==> config.mk <==
export PLATFORM = sky130hd
export DESIGN_NAME = swerm_ctrl
export DESIGN_NICKNAME = d
export VERILOG_FILES = /design/src/rtl/swerm_pkg.sv /design/src/rtl/swerm_ctrl.sv
export SDC_FILE = /design/constraint.sdc
export NUM_CORES = 1
export LEC_CHECK = 0
export BUFFER_PORTS_ARGS = -buffer_cell sky130_fd_sc_hd__clkbuf_2
export CAP_MARGIN = 30
export CORE_AREA = 5 5 42 44
export DETAILED_ROUTE_END_ITERATION = 10
export DIE_AREA = 0 0 47 49
export PLACE_DENSITY_LB_ADDON = 0.05
export SYNTH_ARGS = -nofsm -noshare
export SYNTH_HDL_FRONTEND = slang
export SYNTH_SLANG_ARGS = --single-unit
==> constraint.sdc <==
create_clock -name clk_i -period 3.7 [get_ports clk_i]
set_clock_uncertainty 0.2 [all_clocks]
set_input_delay 0.37 -clock clk_i [delete_from_list [all_inputs] [get_ports clk_i]]
set_output_delay 0.37 -clock clk_i [all_outputs]
set_load 0.02 [all_outputs]
==> src/rtl/swerm_pkg.sv <==
`timescale 1ns / 1ps

package swerm_pkg;

  localparam int unsigned RING_DEPTH = 128;
  localparam int unsigned IDX_W      = $clog2(RING_DEPTH);
  localparam int unsigned CNT_W      = $clog2(RING_DEPTH + 1);
  localparam int unsigned TIME_W     = 48;
  localparam int unsigned WIN_W      = 32;
  localparam int unsigned RATE_W     = 32;
  localparam int unsigned COUNT_W    = 8;
  localparam int unsigned SCALE_W    = 28;
  localparam int unsigned NUM_W      = (CNT_W + SCALE_W > RATE_W + 1) ?
                                       (CNT_W + SCALE_W) : (RATE_W + 1);
  localparam int unsigned DCNT_W     = $clog2(NUM_W + 1);

  localparam logic [SCALE_W-1:0] RATE_SCALE = SCALE_W'(256000000);
  localparam logic [WIN_W-1:0]   WIN_RESET  = WIN_W'(1000000);

  localparam logic [1:0] KIND_TICK  = 2'd0;
  localparam logic [1:0] KIND_CLEAR = 2'd1;
  localparam logic [1:0] KIND_QUERY = 2'd2;

  typedef struct packed {
    logic tick;
    logic clear;
    logic capture;
    logic prep;
    logic check;
    logic walk;
    logic mul;
    logic div_step;
    logic load;
  } swerm_cmd_t;

  typedef struct packed {
    logic early;
    logic walk_done;
    logic div_done;
  } swerm_sts_t;

endpackage

==> src/rtl/swerm_ctrl.sv <==
`timescale 1ns / 1ps

module swerm_ctrl import swerm_pkg::*; (
  input  logic       clk_i,
  input  logic       rst_ni,
  input  logic       in_valid_i,
  input  logic [1:0] in_kind_i,
  output logic       in_ready_o,
  output logic       out_valid_o,
  input  logic       out_ready_i,
  input  swerm_sts_t sts_i,
  output swerm_cmd_t cmd_o
);

  typedef enum logic [2:0] {
    S_IDLE,
    S_PREP,
    S_CHECK,
    S_WALK,
    S_MUL,
    S_DIV,
    S_OUT
  } state_e;

  state_e state_q, state_d;
  logic   out_valid_q, out_valid_d;
  logic   acc;

  assign in_ready_o  = (state_q == S_IDLE);
  assign out_valid_o = out_valid_q;
  assign acc         = in_valid_i && in_ready_o;

  always_comb begin
    state_d     = state_q;
    cmd_o       = '0;
    out_valid_d = out_valid_q && !out_ready_i;
    unique case (state_q)
      S_IDLE: begin
        cmd_o.tick    = acc && (in_kind_i == KIND_TICK);
        cmd_o.clear   = acc && (in_kind_i == KIND_CLEAR);
        cmd_o.capture = acc && (in_kind_i == KIND_QUERY);
        if (cmd_o.capture) begin
          state_d = S_PREP;
        end
      end
      S_PREP: begin
        cmd_o.prep = 1'b1;
        state_d    = S_CHECK;
      end
      S_CHECK: begin
        cmd_o.check = 1'b1;
        state_d     = sts_i.early ? S_OUT : S_WALK;
      end
      S_WALK: begin
        cmd_o.walk = 1'b1;
        if (sts_i.walk_done) begin
          state_d = S_MUL;
        end
      end
      S_MUL: begin
        cmd_o.mul = 1'b1;
        state_d   = S_DIV;
      end
      S_DIV: begin
        cmd_o.div_step = 1'b1;
        if (sts_i.div_done) begin
          state_d = S_OUT;
        end
      end
      S_OUT: begin
        if (!out_valid_q || out_ready_i) begin
          cmd_o.load  = 1'b1;
          out_valid_d = 1'b1;
          state_d     = S_IDLE;
        end
      end
      default: state_d = S_IDLE;
    endcase
  end

  always_ff @(posedge clk_i or negedge rst_ni) begin
    if (!rst_ni) begin
      state_q     <= S_IDLE;
      out_valid_q <= 1'b0;
    end else begin
      state_q     <= state_d;
      out_valid_q <= out_valid_d;
    end
  end

endmodule

==> flow_summary_export.csv <==
group,metric,value,unit
clock_network,cts-htree-levels,1,
clock_network,path_clk_slew,0.04,ns
power,vdd_drop_max,0.221,mV
setup_path,cp.arrival,1.41,ns
power,p_sw_frac,0.493,
sta,grt_setup_unrepaired,"no",
layout,final_util,0.326,
setup_path,worstPathRequired,3.13,ns
setup_path,cp_slowest_cell,"dfrtp_1",
setup_path,path_buf_inv,1,
drt,routed_wl,870,um
floorplanning,core_area,1400,um2
global_routing,gr-total-overflow,0,
sta,setup_violations,0,
layout,area_growth,31.3,%
synthesis,ys_ff_latch,4,
global_routing,grtUsageTotal,0.0862,
place,place.gp.congestion,0.758,
sta,slew_viol_final,0,
synthesis,avgSynthCellArea,8.92,um2
power,power.static_leakage,0.239,nW
clock_network,clock_path_buffers,2,
synthesis,synth_seq_area_share,0.288,
drt,detailedRoute.firstIterationViolations,3,
drt,vias,348,
global_routing,antenna_found_initial,0,
drt,wl_per_cell,11.6,um
setup_path,worstSetupEndpointType,"primary output",
hold_path,worstHoldPathType,"in2reg",
power,switchingPower,0.183,mW
drt,via_per_inst,4.64,
clock_network,cts_buffers,3,
setup_path,cp_max_fo,12,
floorplanning,die_h,49,um
clock_network,clock-sinks,4,
floorplanning,start_util,0.248,
hold_path,hold_depth,3,
power,comb_power_share,0.536,
layout,finish.net_count,70,
synthesis,yosysWarnings,0,
layout,layout-drive-gt1-share,0.475,
power,intPower,0.188,mW
sta,hold_viol_final,0,
setup_path,crit_type,"reg2out",
setup_path,cp-start-kind,"register",
layout,stdcell_count,75,
flow_run,maxCapViolations,0,
global_routing,grt_pass1_wl,1390,um
clock_network,cts_tree,"yes",
floorplanning,die_x,47,um
sta,tns,0,ns
global_routing,grt_pass1_vias,343,
synthesis,yosysUniqueCellTypes,23,
layout,final_cell_mix,"clkbuf_2 (19), nor2_1 (5), dfrtp_1 (4)",
sta,slew_headroom,0.733,
drt,drc,0,
sta,worst_pin_slew,0.400,ns
sta,hold_ws,0.237,ns
floorplanning,ios,20,
layout,final_common_cell,"clkbuf_2",
clock_network,post_cts_resized,0,
global_routing,grt_max_degree,13,
drt,wl_met1,378,um
drt,drtPass1Iterations,3,
floorplanning,dieArea,2300,um2
sta,min_period,1.98,ns
setup_path,worst_path_dominant_cell_family,"flip-flops",
layout,antenna_cells,0,
setup_path,path_cells,"nor3_4 > and4bb_2 > clkbuf_2",
setup_path,r2r_cells,3,
drt,antenna_left,0,
power,power.density,812,nW/um2
sta,max_freq,0.504,GHz
place,placed_cells,71,
place,place.detailed.hpwl,713,um
synthesis,synth_area,348,um2
setup_path,slowest_delay,0.51,ns
synthesis,synthCells,39,
power,total_power,0.371,mW
synthesis,syn_nets,48,
drt,top_layer,"met4",
setup_path,path_depth,3,
floorplanning,rows,14,
clock_network,root_buffer,"clkbuf_4",
drt,wl_met3,35,um
place,port_buffers,19,
run_status,status,"finished clean",
drt,met2_length,436,um
power,pwr-share-seq,0.319,
power,clock_power_share,0.145,
clock_network,clock_latency,0.23,ns
sta,finalCritPeriodShare,0.536,
-- metal layers --
| layer | up-vias | GRT usage |
|---|---|---|
| li1 | 178 | - |
| met1 | 160 | 0.0933 |
| met2 | 8 | 0.127 |
| met3 | 2 | 0.0111 |
| met4 | 0 | 0.0968 |
| met5 | - | 0 |
-- path summary, 6_finish.rpt --
kind	start	end	slack, ns
min in group asynchronous	rst_ni	out_valid_o$_DFF_PN0_	0.28
worst max register to register	state_q[2]$_DFFE_PN0P_	state_q[0]$_DFFE_PN0P_	2.32
max in group asynchronous	rst_ni	state_q[0]$_DFFE_PN0P_	2.90
worst min-delay path	sts_i[2]	state_q[2]$_DFFE_PN0P_	0.24
worst min register to register	out_valid_o$_DFF_PN0_	out_valid_o$_DFF_PN0_	0.34
worst max-delay path	state_q[2]$_DFFE_PN0P_	cmd_o[8]	1.72
-- logic make-up (layout without fill, tap and decap cells) --
| group | count (synthesis) | after routing | synth area share |
|---|---|---|---|
| mux | 1 | 1 | 0.0288 |
| compound gates | 9 | 9 | 0.187 |
| flops | 4 | 4 | 0.288 |
| buf+inv | 6 | 26 | 0.144 |
| simple gates | 19 | 19 | 0.353 |
-- area by class of cell --
cell class,instances,area [um2]
flip-flops and latches,4,100
fillers,163,945
well taps,16,20.0
repair buffers,20,105
multi-input cells,29,198
clock buffers,3,22.5
inverters,3,11.3
-- Yosys cell counts, drive strengths merged --
cell | number | area, um2
a22o | 1 | 8.76
o21ai | 3 | 15.0
and4bb | 1 | 12.5
buf | 1 | 11.3
nand2 | 3 | 11.3
dfrtp | 4 | 100
nor3b | 1 | 7.51
a211oi | 1 | 7.51
a31o | 1 | 8.76
nand3 | 1 | 5.00
o21a | 1 | 7.51
nor3 | 2 | 21.3
clkbuf | 2 | 27.5
and3 | 2 | 15.0
nor2b | 1 | 6.26
inv | 3 | 11.3
o2bb2ai | 2 | 17.5
mux2i | 1 | 10.0
and4b | 1 | 10.0
nor2 | 5 | 18.8
nand2b | 2 | 15.0
-- stage by stage --
| stage | area (um2) | setup WS [ns] |
|---|---|---|
| 4_1_cts | 457 | 1.72 |
| 6_report | 457 | 1.72 |
| 2_1_floorplan | 348 | 1.76 |
| 5_1_grt | 457 | 1.62 |
| 3_3_place_gp | 424 | 1.99 |
| 3_5_place_dp | 424 | 1.98 |
-- power by group through the flow --
stage	registers, mW	logic, mW	clock network [mW]
6_report	0.118	0.199	0.0537
5_1_grt	0.122	0.217	0.0576
4_1_cts	0.117	0.202	0.0565
3_5_place_dp	0.117	0.200	0
3_3_place_gp	0.118	0.202	0
2_1_floorplan	0.0844	0.204	0
-- tightest hold or removal path, stage by stage --
cell and delay, ns:
clkbuf_2 0.09, mux2i_1 0.06, o2bb2ai_1 0.11
-- repair_timing --
item	4_1_cts	5_1_grt
hold buffers	1	0
buffers inserted	0	0
hold endpoints to repair	4	0
setup endpoints to repair	0	0
-- flip-flops by register name (all words and copies together) (netlist names) --
register,cells
state_q,3
out_valid_o,1
(Power assumes the default switching activity.)
